[src/rtl/lobm_pkg.sv]
// ----------------------------------------------------------------------------
// lobm_pkg
// Shared types and constants of the limit order book matcher.
// ----------------------------------------------------------------------------
package lobm_pkg;

  localparam int MAX_ORDERS   = 32;
  localparam int DEPTH_LEVELS = 5;
  localparam int PRICE_BITS   = 16;
  localparam int IDX_W        = $clog2(MAX_ORDERS);
  localparam int LVL_W        = $clog2(DEPTH_LEVELS + 1);
  localparam int QTY_W        = 24;
  localparam int TOT_W        = 30;
  localparam int ID_W         = 32;
  localparam int AGE_W        = 32;
  localparam int KIND_W       = 4;

  // commands
  localparam logic [1:0] CMD_NEW    = 2'd0;
  localparam logic [1:0] CMD_CANCEL = 2'd1;
  localparam logic [1:0] CMD_SNAP   = 2'd2;

  // result kinds
  localparam logic [KIND_W-1:0] K_TRADE     = 4'd0;
  localparam logic [KIND_W-1:0] K_RESTED    = 4'd1;
  localparam logic [KIND_W-1:0] K_DONE      = 4'd2;
  localparam logic [KIND_W-1:0] K_FULL      = 4'd3;
  localparam logic [KIND_W-1:0] K_ZERO      = 4'd4;
  localparam logic [KIND_W-1:0] K_CANCEL    = 4'd5;
  localparam logic [KIND_W-1:0] K_MISS      = 4'd6;
  localparam logic [KIND_W-1:0] K_ASK       = 4'd7;
  localparam logic [KIND_W-1:0] K_BID       = 4'd8;
  localparam logic [KIND_W-1:0] K_ASK_EMPTY = 4'd9;
  localparam logic [KIND_W-1:0] K_BID_EMPTY = 4'd10;

  // compare unit modes
  localparam logic [1:0] M_BEST   = 2'd0;
  localparam logic [1:0] M_CANCEL = 2'd1;
  localparam logic [1:0] M_LEVEL  = 2'd2;

  localparam logic SIDE_BUY  = 1'b0;
  localparam logic SIDE_SELL = 1'b1;

  // one store entry as seen by the compare unit
  typedef struct packed {
    logic                  valid;
    logic                  side;
    logic [PRICE_BITS-1:0] price;
    logic [ID_W-1:0]       ident;
    logic [AGE_W-1:0]      age;
  } ent_t;

  // running candidate of a scan
  typedef struct packed {
    logic                  have;
    logic [PRICE_BITS-1:0] price;
    logic [AGE_W-1:0]      age;
  } cand_t;

  // compare unit verdict
  typedef struct packed {
    logic take;
    logic merge;
  } cmp_t;

  // one result beat
  typedef struct packed {
    logic [KIND_W-1:0]     kind;
    logic [ID_W-1:0]       buyer;
    logic [ID_W-1:0]       seller;
    logic [PRICE_BITS-1:0] price;
    logic [TOT_W-1:0]      qty;
  } res_t;

endpackage

[src/rtl/lobm_cmp.sv]
// ----------------------------------------------------------------------------
// lobm_cmp
// Shared compare unit: judges one store entry against the scan candidate.
// ----------------------------------------------------------------------------
module lobm_cmp import lobm_pkg::*; (
  input  logic [1:0]            mode,
  input  ent_t                  ent,
  input  logic                  want_side,
  input  logic [ID_W-1:0]       want_id,
  input  cand_t                 cand,
  input  logic                  have_prev,
  input  logic [PRICE_BITS-1:0] prev_price,
  output cmp_t                  verdict
);

  logic hit;
  logic better;
  logic eq;
  logic beyond;

  always_comb begin
    hit     = ent.valid && ((mode == M_CANCEL) ? (ent.ident == want_id)
                                               : (ent.side == want_side));
    // asks: lower is better, bids: higher is better
    better  = want_side ? (ent.price < cand.price) : (ent.price > cand.price);
    eq      = ent.price == cand.price;
    beyond  = !have_prev || (want_side ? (ent.price > prev_price)
                                       : (ent.price < prev_price));
    verdict = '0;
    unique case (mode)
      M_BEST: begin
        verdict.take = hit && (!cand.have || better || (eq && ent.age > cand.age));
      end
      M_CANCEL: begin
        verdict.take = hit && (!cand.have || ent.age > cand.age);
      end
      M_LEVEL: begin
        verdict.take  = hit && beyond && (!cand.have || better);
        verdict.merge = hit && beyond && cand.have && eq;
      end
      default: verdict = '0;
    endcase
  end

endmodule

[src/rtl/limit_order_book_matcher.sv]
// ----------------------------------------------------------------------------
// limit_order_book_matcher
// Price-time priority order book over a 32-entry store, one entry per cycle.
// Each search walks the whole store, then decides in a closing state.
// New orders, cancels and snapshots are taken one item at a time.
// Results leave through a one-beat hold stage and an output register.
// Reset (rst_n low, synchronous) empties the store and the arrival counter.
// ----------------------------------------------------------------------------
module limit_order_book_matcher import lobm_pkg::*; (
  input  logic         clk,
  input  logic         rst_n,
  input  logic         in_tvalid,
  output logic         in_tready,
  input  logic [79:0]  in_tdata,   // order_id[31:0], side[32], limit_price[48:33],
                                   // quantity[72:49], zero fill
  input  logic [1:0]   in_tuser,   // command
  output logic         out_tvalid,
  input  logic         out_tready,
  output logic [111:0] out_tdata,  // buyer_id[31:0], seller_id[63:32],
                                   // price_out[79:64], quantity_out[109:80], zero fill
  output logic [3:0]   out_tuser,  // kind
  output logic         out_tlast
);

  localparam logic [3:0] S_IDLE   = 4'd0;
  localparam logic [3:0] S_BEST   = 4'd1;
  localparam logic [3:0] S_MATCH  = 4'd2;
  localparam logic [3:0] S_REST   = 4'd3;
  localparam logic [3:0] S_CANCEL = 4'd4;
  localparam logic [3:0] S_CDONE  = 4'd5;
  localparam logic [3:0] S_LEVEL  = 4'd6;
  localparam logic [3:0] S_LDONE  = 4'd7;
  localparam logic [3:0] S_FLUSH  = 4'd8;

  localparam logic [IDX_W-1:0] LAST_IDX = IDX_W'(MAX_ORDERS - 1);

  // store
  logic [MAX_ORDERS-1:0] valid_r, valid_nxt;
  logic                  ent_side_r  [MAX_ORDERS];
  logic [PRICE_BITS-1:0] ent_price_r [MAX_ORDERS];
  logic [QTY_W-1:0]      ent_qty_r   [MAX_ORDERS];
  logic [ID_W-1:0]       ent_id_r    [MAX_ORDERS];
  logic [AGE_W-1:0]      ent_arr_r   [MAX_ORDERS];
  logic [AGE_W-1:0]      ctr_r, ctr_nxt;

  // sequencer and item
  logic [3:0]            state_r, state_nxt;
  logic [ID_W-1:0]       id_r, id_nxt;
  logic                  side_r, side_nxt;
  logic [PRICE_BITS-1:0] price_r, price_nxt;
  logic [QTY_W-1:0]      rem_r, rem_nxt;
  logic                  zero_r, zero_nxt;
  logic [IDX_W-1:0]      idx_r, idx_nxt;

  // scan candidate
  cand_t                 cand_r, cand_nxt;
  logic [IDX_W-1:0]      cidx_r, cidx_nxt;
  logic [TOT_W-1:0]      tot_r, tot_nxt;

  // snapshot walk
  logic                  ssd_r, ssd_nxt;
  logic                  hprev_r, hprev_nxt;
  logic [PRICE_BITS-1:0] prev_r, prev_nxt;
  logic [LVL_W-1:0]      lvl_r, lvl_nxt;

  // hold stage and output register
  res_t                  hold_r, hold_nxt;
  logic                  hold_v_r, hold_v_nxt;
  res_t                  out_r, out_nxt;
  logic                  out_v_r, out_v_nxt;
  logic                  out_last_r, out_last_nxt;

  // store write controls
  logic                  ent_we;
  logic                  qty_we;
  logic [IDX_W-1:0]      wr_idx;
  logic [QTY_W-1:0]      wr_qty;

  logic [1:0]            mode;
  logic                  want_side;
  ent_t                  cur;
  cmp_t                  verdict;
  logic [IDX_W-1:0]      free_idx;
  logic                  free_have;
  logic [QTY_W-1:0]      fill;
  logic                  emit;
  res_t                  emit_res;
  logic                  out_free;
  logic                  emit_ok;
  logic                  in_beat;

  assign in_beat   = in_tvalid && in_tready;
  assign in_tready = (state_r == S_IDLE);
  assign out_free  = !out_v_r || out_tready;
  assign emit_ok   = !hold_v_r || out_free;

  // entry under the scan pointer
  always_comb begin
    cur.valid = valid_r[idx_r];
    cur.side  = ent_side_r[idx_r];
    cur.price = ent_price_r[idx_r];
    cur.ident = ent_id_r[idx_r];
    cur.age   = ctr_r - ent_arr_r[idx_r];
  end

  always_comb begin
    unique case (state_r)
      S_CANCEL: mode = M_CANCEL;
      S_LEVEL:  mode = M_LEVEL;
      default:  mode = M_BEST;
    endcase
  end

  assign want_side = (state_r == S_LEVEL) ? ssd_r : ~side_r;

  lobm_cmp u_cmp (
    .mode       (mode),
    .ent        (cur),
    .want_side  (want_side),
    .want_id    (id_r),
    .cand       (cand_r),
    .have_prev  (hprev_r),
    .prev_price (prev_r),
    .verdict    (verdict)
  );

  // first free entry
  always_comb begin
    free_idx  = '0;
    free_have = 1'b0;
    for (int i = MAX_ORDERS - 1; i >= 0; i--) begin
      if (!valid_r[i]) begin
        free_idx  = IDX_W'(i);
        free_have = 1'b1;
      end
    end
  end

  assign fill = (rem_r < ent_qty_r[cidx_r]) ? rem_r : ent_qty_r[cidx_r];

  // sequencer
  always_comb begin
    state_nxt  = state_r;
    id_nxt     = id_r;
    side_nxt   = side_r;
    price_nxt  = price_r;
    rem_nxt    = rem_r;
    zero_nxt   = zero_r;
    idx_nxt    = idx_r;
    cand_nxt   = cand_r;
    cidx_nxt   = cidx_r;
    tot_nxt    = tot_r;
    ssd_nxt    = ssd_r;
    hprev_nxt  = hprev_r;
    prev_nxt   = prev_r;
    lvl_nxt    = lvl_r;
    ctr_nxt    = ctr_r;
    valid_nxt  = valid_r;
    ent_we     = 1'b0;
    qty_we     = 1'b0;
    wr_idx     = cidx_r;
    wr_qty     = '0;
    emit       = 1'b0;
    emit_res   = '0;
    hold_nxt   = hold_r;
    hold_v_nxt = hold_v_r;
    out_nxt    = out_r;
    out_v_nxt  = out_v_r && !out_tready;
    out_last_nxt = out_last_r;

    unique case (state_r)
      S_IDLE: begin
        if (in_beat) begin
          id_nxt    = in_tdata[31:0];
          side_nxt  = in_tdata[32];
          price_nxt = in_tdata[48:33];
          rem_nxt   = in_tdata[72:49];
          zero_nxt  = (in_tdata[72:49] == '0);
          idx_nxt   = '0;
          cand_nxt  = '0;
          tot_nxt   = '0;
          ssd_nxt   = SIDE_SELL;
          hprev_nxt = 1'b0;
          lvl_nxt   = '0;
          case (in_tuser)
            CMD_NEW:    state_nxt = (in_tdata[72:49] == '0) ? S_REST : S_BEST;
            CMD_CANCEL: state_nxt = S_CANCEL;
            CMD_SNAP:   state_nxt = S_LEVEL;
            default:    state_nxt = S_FLUSH;
          endcase
        end
      end

      // walk the store for the best opposite entry, or the entry to cancel
      S_BEST, S_CANCEL: begin
        if (verdict.take) begin
          cand_nxt.have  = 1'b1;
          cand_nxt.price = cur.price;
          cand_nxt.age   = cur.age;
          cidx_nxt       = idx_r;
        end
        idx_nxt = idx_r + 1'b1;
        if (idx_r == LAST_IDX) begin
          state_nxt = (state_r == S_BEST) ? S_MATCH : S_CDONE;
        end
      end

      S_MATCH: begin
        if (!cand_r.have || ent_id_r[cidx_r] == id_r ||
            (price_r != '0 && (side_r == SIDE_BUY ? cand_r.price > price_r
                                                  : cand_r.price < price_r))) begin
          state_nxt = S_REST;
        end else if (emit_ok) begin
          emit           = 1'b1;
          emit_res.kind  = K_TRADE;
          emit_res.buyer = (side_r == SIDE_BUY) ? id_r : ent_id_r[cidx_r];
          emit_res.seller = (side_r == SIDE_BUY) ? ent_id_r[cidx_r] : id_r;
          emit_res.price = cand_r.price;
          emit_res.qty   = TOT_W'(fill);
          qty_we         = 1'b1;
          wr_qty         = ent_qty_r[cidx_r] - fill;
          if (ent_qty_r[cidx_r] == fill) begin
            valid_nxt[cidx_r] = 1'b0;
          end
          rem_nxt  = rem_r - fill;
          idx_nxt  = '0;
          cand_nxt = '0;
          state_nxt = (rem_r == fill) ? S_REST : S_BEST;
        end
      end

      // closing status of a new order
      S_REST: begin
        if (emit_ok) begin
          emit           = 1'b1;
          emit_res.buyer = id_r;
          emit_res.price = price_r;
          emit_res.qty   = TOT_W'(rem_r);
          if (zero_r) begin
            emit_res.kind = K_ZERO;
            emit_res.qty  = '0;
          end else if (rem_r == '0 || price_r == '0) begin
            emit_res.kind = K_DONE;
          end else if (!free_have) begin
            emit_res.kind = K_FULL;
          end else begin
            emit_res.kind       = K_RESTED;
            ent_we              = 1'b1;
            wr_idx              = free_idx;
            valid_nxt[free_idx] = 1'b1;
            ctr_nxt             = ctr_r + 1'b1;
          end
          state_nxt = S_FLUSH;
        end
      end

      S_CDONE: begin
        if (emit_ok) begin
          emit           = 1'b1;
          emit_res.buyer = id_r;
          if (cand_r.have) begin
            emit_res.kind     = K_CANCEL;
            emit_res.price    = ent_price_r[cidx_r];
            emit_res.qty      = TOT_W'(ent_qty_r[cidx_r]);
            valid_nxt[cidx_r] = 1'b0;
          end else begin
            emit_res.kind = K_MISS;
          end
          state_nxt = S_FLUSH;
        end
      end

      // next price level beyond the previous one, summing its quantity
      S_LEVEL: begin
        if (verdict.take) begin
          cand_nxt.have  = 1'b1;
          cand_nxt.price = cur.price;
          tot_nxt        = TOT_W'(ent_qty_r[idx_r]);
        end else if (verdict.merge) begin
          tot_nxt = tot_r + TOT_W'(ent_qty_r[idx_r]);
        end
        idx_nxt = idx_r + 1'b1;
        if (idx_r == LAST_IDX) begin
          state_nxt = S_LDONE;
        end
      end

      S_LDONE: begin
        if (emit_ok) begin
          idx_nxt  = '0;
          cand_nxt = '0;
          tot_nxt  = '0;
          if (cand_r.have) begin
            emit           = 1'b1;
            emit_res.kind  = ssd_r ? K_ASK : K_BID;
            emit_res.price = cand_r.price;
            emit_res.qty   = tot_r;
            prev_nxt       = cand_r.price;
            hprev_nxt      = 1'b1;
            lvl_nxt        = lvl_r + 1'b1;
          end else if (!hprev_r) begin
            emit          = 1'b1;
            emit_res.kind = ssd_r ? K_ASK_EMPTY : K_BID_EMPTY;
          end
          if (cand_r.have && lvl_r != LVL_W'(DEPTH_LEVELS - 1)) begin
            state_nxt = S_LEVEL;
          end else if (ssd_r == SIDE_SELL) begin
            ssd_nxt   = SIDE_BUY;
            hprev_nxt = 1'b0;
            lvl_nxt   = '0;
            state_nxt = S_LEVEL;
          end else begin
            state_nxt = S_FLUSH;
          end
        end
      end

      // final beat leaves with the last flag
      S_FLUSH: begin
        if (!hold_v_r) begin
          state_nxt = S_IDLE;
        end else if (out_free) begin
          out_nxt      = hold_r;
          out_v_nxt    = 1'b1;
          out_last_nxt = 1'b1;
          hold_v_nxt   = 1'b0;
          state_nxt    = S_IDLE;
        end
      end

      default: state_nxt = S_IDLE;
    endcase

    // new beat pushes the held one out, not last
    if (emit) begin
      if (hold_v_r) begin
        out_nxt      = hold_r;
        out_v_nxt    = 1'b1;
        out_last_nxt = 1'b0;
      end
      hold_nxt   = emit_res;
      hold_v_nxt = 1'b1;
    end
  end

  // control registers
  always_ff @(posedge clk) begin
    if (!rst_n) begin
      state_r  <= S_IDLE;
      valid_r  <= '0;
      ctr_r    <= '0;
      hold_v_r <= 1'b0;
      out_v_r  <= 1'b0;
    end else begin
      state_r  <= state_nxt;
      valid_r  <= valid_nxt;
      ctr_r    <= ctr_nxt;
      hold_v_r <= hold_v_nxt;
      out_v_r  <= out_v_nxt;
    end
  end

  // payload registers
  always_ff @(posedge clk) begin
    id_r       <= id_nxt;
    side_r     <= side_nxt;
    price_r    <= price_nxt;
    rem_r      <= rem_nxt;
    zero_r     <= zero_nxt;
    idx_r      <= idx_nxt;
    cand_r     <= cand_nxt;
    cidx_r     <= cidx_nxt;
    tot_r      <= tot_nxt;
    ssd_r      <= ssd_nxt;
    hprev_r    <= hprev_nxt;
    prev_r     <= prev_nxt;
    lvl_r      <= lvl_nxt;
    hold_r     <= hold_nxt;
    out_r      <= out_nxt;
    out_last_r <= out_last_nxt;
  end

  // store writes
  always_ff @(posedge clk) begin
    if (ent_we) begin
      ent_side_r[wr_idx]  <= side_r;
      ent_price_r[wr_idx] <= price_r;
      ent_qty_r[wr_idx]   <= rem_r;
      ent_id_r[wr_idx]    <= id_r;
      ent_arr_r[wr_idx]   <= ctr_r;
    end else if (qty_we) begin
      ent_qty_r[wr_idx]   <= wr_qty;
    end
  end

  assign out_tvalid = out_v_r;
  assign out_tuser  = out_r.kind;
  assign out_tlast  = out_last_r;
  assign out_tdata  = {2'b00, out_r.qty, out_r.price, out_r.seller, out_r.buyer};

endmodule

[config.mk]
export PLATFORM = sky130hd
export DESIGN_NAME = limit_order_book_matcher
export DESIGN_NICKNAME = d
export VERILOG_FILES = /design/src/rtl/lobm_pkg.sv /design/src/rtl/lobm_cmp.sv /design/src/rtl/limit_order_book_matcher.sv
export SDC_FILE = /design/constraint.sdc
export NUM_CORES = 2
export LEC_CHECK = 0
export BUFFER_PORTS_ARGS = -buffer_cell sky130_fd_sc_hd__buf_2
export CORE_UTILIZATION = 45
export DETAILED_ROUTE_END_ITERATION = 6
export PLACE_DENSITY_LB_ADDON = 0.08
export SLEW_MARGIN = 15
export SYNTH_ARGS = -nofsm -noshare
export SYNTH_HDL_FRONTEND = slang
export SYNTH_SLANG_ARGS = --single-unit
[constraint.sdc]
create_clock -name clk -period 13.35 [get_ports clk]
set_input_delay 0.6675 -clock clk [delete_from_list [all_inputs] [get_ports clk]]
set_output_delay 0.6675 -clock clk [all_outputs]
set_load 0.005 [all_outputs]
==> impl_metrics.yaml <==
status:
  status: "finished, violations left"
  violations: "design-rule violations"
route:
  drt_iter0_markers: 12100
  firstDrtPassIters: 7
  drcViolationCount: 71
  drtAntennaViolNets: 0
  wl_per_cell_um: 36.5
  viasPerCell: 6.49
  drt-total-wl_mm: 561
  vias: 99800
layout:
  fin_area_sq_um: 198000
  post-route-util_pct: 51.0
  final_cells: 15400
  nNetsFinal: 10100
  synthToLayoutAreaGrowth_pct: 12.7
  drive_above_1_share_pct: 28.7
clock_network:
  ctsResizeCount: 0
  clk_path_buf_depth: 4
  clock-sinks: 3853
  path_clk_slew_ns: 0.07
  h-tree-depth: 5
  worst_skew_pair.late_latency_ns: 1.02
  cts_root_buf: "clkbuf_16"
  cts_tree: "yes"
  cts_buffers: 419
synth:
  synth_area_leaders: "edfxtp_1, mux4_2, mux2i_1, ha_1, nand2_1"
  ys_warn_count: 0
  yosysTopAreaCellShare_pct: 64.4
  yosysMostFrequentCell: "edfxtp_1"
  synth_cells: 9395
  avgSynthCellArea_sq_um: 18.7
  synthArstFlopShare_pct: 0
  synth_cell_types: 99
  ys_seq_elements: 3853
  seq_area_frac_synth_pct: 65.3
  yosysTopAreaCell: "edfxtp_1"
  synthTopCellsByCount: "edfxtp_1, mux4_2, nand2_1"
  mappedNetlistArea_sq_um: 176000
  synth-edff-count: 3773
  synth_flop_cell: "edfxtp_1"
sta:
  setup_viol: 0
  hold_viol: 0
  tns_ns: 0
  max_slew_margin_pct: 13.6
  worst_pin_slew_ns: 1.29
  fin_worst_skew_ns: 0.0834
  period_share_pct: 82.0
  rsz0062_at_grt: "no"
  clock.fmax_ghz: 0.0914
  drv_slew: 0
  fin_crit_ns: 10.94
setup_path:
  required_ns: 14.00
  worstPathArrival_ns: 11.60
  cp.buffers_inverters: 3
  slowest_delay_ns: 0.85
  rrSetupSlack_ns: 2.41
  crit_slowest_cell: "dfxtp_4"
  worstSetupPathType: "register to register"
  crit_fanout: 70
  crit_path_frequent_cell: "a21o_1"
  crit_family: "compound AO/OA/AOI/OAI gates"
  start_kind: "register"
  crit_path_end_kind: "register"
min_path:
  hp-start: "out_tready"
  min_path_type: "input port to register"
floorplan:
  core_sq_um: 389000
  dieArea_sq_um: 393000
  io_pins: 205
  start_util_pct: 45.2
  fp.dieW_um: 627
  chipHeight_um: 627
  rows: 229
power_and_ir_drop:
  power.static_leakage_nw: 66.1
  pwr_density_cell_nw_per_um2: 197
  ir_worst_vdd_v: 0.000127
placed_design:
  place.gp.congestion: 0.875
  place_hpwl_mm: 308
  place_area_sq_um: 184000
  portBuffers: 195
  dp_cells: 14500
grt:
  use_met3_pct: 5.10
  grt_pass1_vias: 102000
  grt_antenna_before_repair: 18
  gr-total-overflow: 0
  gr-usage-met2_pct: 45.1
  grtUsageTotal_pct: 28.4
  grt_busiest_layer: "met2"
  grt_use_met1_pct: 40.3
  grt_max_degree: 129
  grt_first_pass_wirelength_mm: 784
run:
  cap_violations: 0
[worst min-delay path, delay by kind of cell]
| family | cells | cell delay [ns] |
|---|---|---|
| buf+inv | 1 | 0.23 |
| compound gates | 2 | 0.20 |
| simple gates | 1 | 0.11 |
[final timing paths]
kind | endpoint | cells past startpoint
worst min-delay path | out_tvalid | 4
worst max-delay path | cand_r[11] | 27
worst min register to register | register | 1
worst max register to register | cand_r[11] | 27
[routing by layer]
| metal | vias up | share of wire (%) |
|---|---|---|
| li1 | 40100 | - |
| met1 | 54100 | 41 |
| met2 | 4620 | 47 |
| met3 | 910 | 8.6 |
| met4 | 4 | 3.1 |
| met5 | - | 0.0041 |
[cells in the final DEF, fill, tap and decap left out, types with 32 or more instances in the layout]
cell and count:
a211oi_1 38, a21o_1 50, a21oi_1 207, a22o_1 44
a22oi_1 92, and2_1 166, buf_12 40, buf_2 195
buf_4 265, bufinv_16 37, clkbuf_1 87, clkbuf_16 421
clkinv_1 109, clkinv_2 80, dfxtp_1 55, dlygate4sd3_1 73
edfxtp_1 3773, ha_1 212, inv_1 186, mux2_2 85
mux2i_1 371, mux4_2 1571, nand2_1 492, nand2b_1 32
nand3_1 113, nand4_1 63, nor2_1 203, nor2b_1 49
nor3_1 58, nor3_2 49, nor4_1 49, o21ai_0 159
xnor2_1 89, xor2_1 98
[metrics by stage]
stage / worst slack [ns] / hold slack (ns) / power, mW
floorplan: 2.45 / 0.459 / 23.6
global placement: 2.25 / 0.471 / 27.7
detailed placement: 2.29 / 0.476 / 27.8
CTS: 2.19 / 0.157 / 39.2
global route: 1.81 / 0.262 / 40.6
finish: 2.41 / 0.257 / 39.1
[registers in the layout (all words and copies together), names as in the netlist, 3 cells and up, named ones only]
register	cells
valid_r	32
hold_r	114
id_r	32
idx_r	5
ctr_r	32
ent_id_r	1024
cand_r	49
ent_arr_r	1024
ent_qty_r	768
ent_price_r	512
ent_side_r	32
lvl_r	3
prev_r	16
rem_r	24
state_r	4
price_r	16
tot_r	30
cidx_r	5
[area by class of cell]
| class | instances | area (sq um) |
|---|---|---|
| Timing Repair Buffer | 576 | 4530 |
| Clock buffer | 510 | 10900 |
| Tap cell | 5197 | 6500 |
| Antenna cell | 5 | 12.5 |
| Clock inverter | 264 | 2390 |
| Fill cell | 31500 | 191000 |
| Sequential cell | 3853 | 115000 |
| Inverter | 197 | 767 |
| Multi-Input combinational cell | 4766 | 58200 |
[timing repair]
item,CTS,global route
buffers inserted,0,0
hold endpoints to repair,73,0
hold buffers,73,0
[kinds of logic (layout without fill, tap and decap cells)]
| kind of cell | count (synthesis) | in the layout | share of synthesized area, % |
|---|---|---|---|
| buffers and inverters | 777 | 1547 | 1.95 |
| adder cells (fa/ha/maj) | 216 | 216 | 1.55 |
| multiplexers | 2030 | 2030 | 22.8 |
| XOR/XNOR | 187 | 187 | 0.931 |
| AND/OR/NAND/NOR | 1427 | 1427 | 3.95 |
| flip-flops | 3853 | 3853 | 65.3 |
| AO/OA/AOI/OAI | 904 | 904 | 3.50 |
| other | 1 | 7 | 0.00213 |
[where the power goes]
group	leakage (nW)	internal [mW]	total, mW	switching, mW
Sequential	37.1	14.5	15.0	0.472
Combinational	22.5	5.01	12.7	7.67
Clock	6.49	6.51	11.4	4.91
No activity file was read; power rests on OpenSTA's default activity.
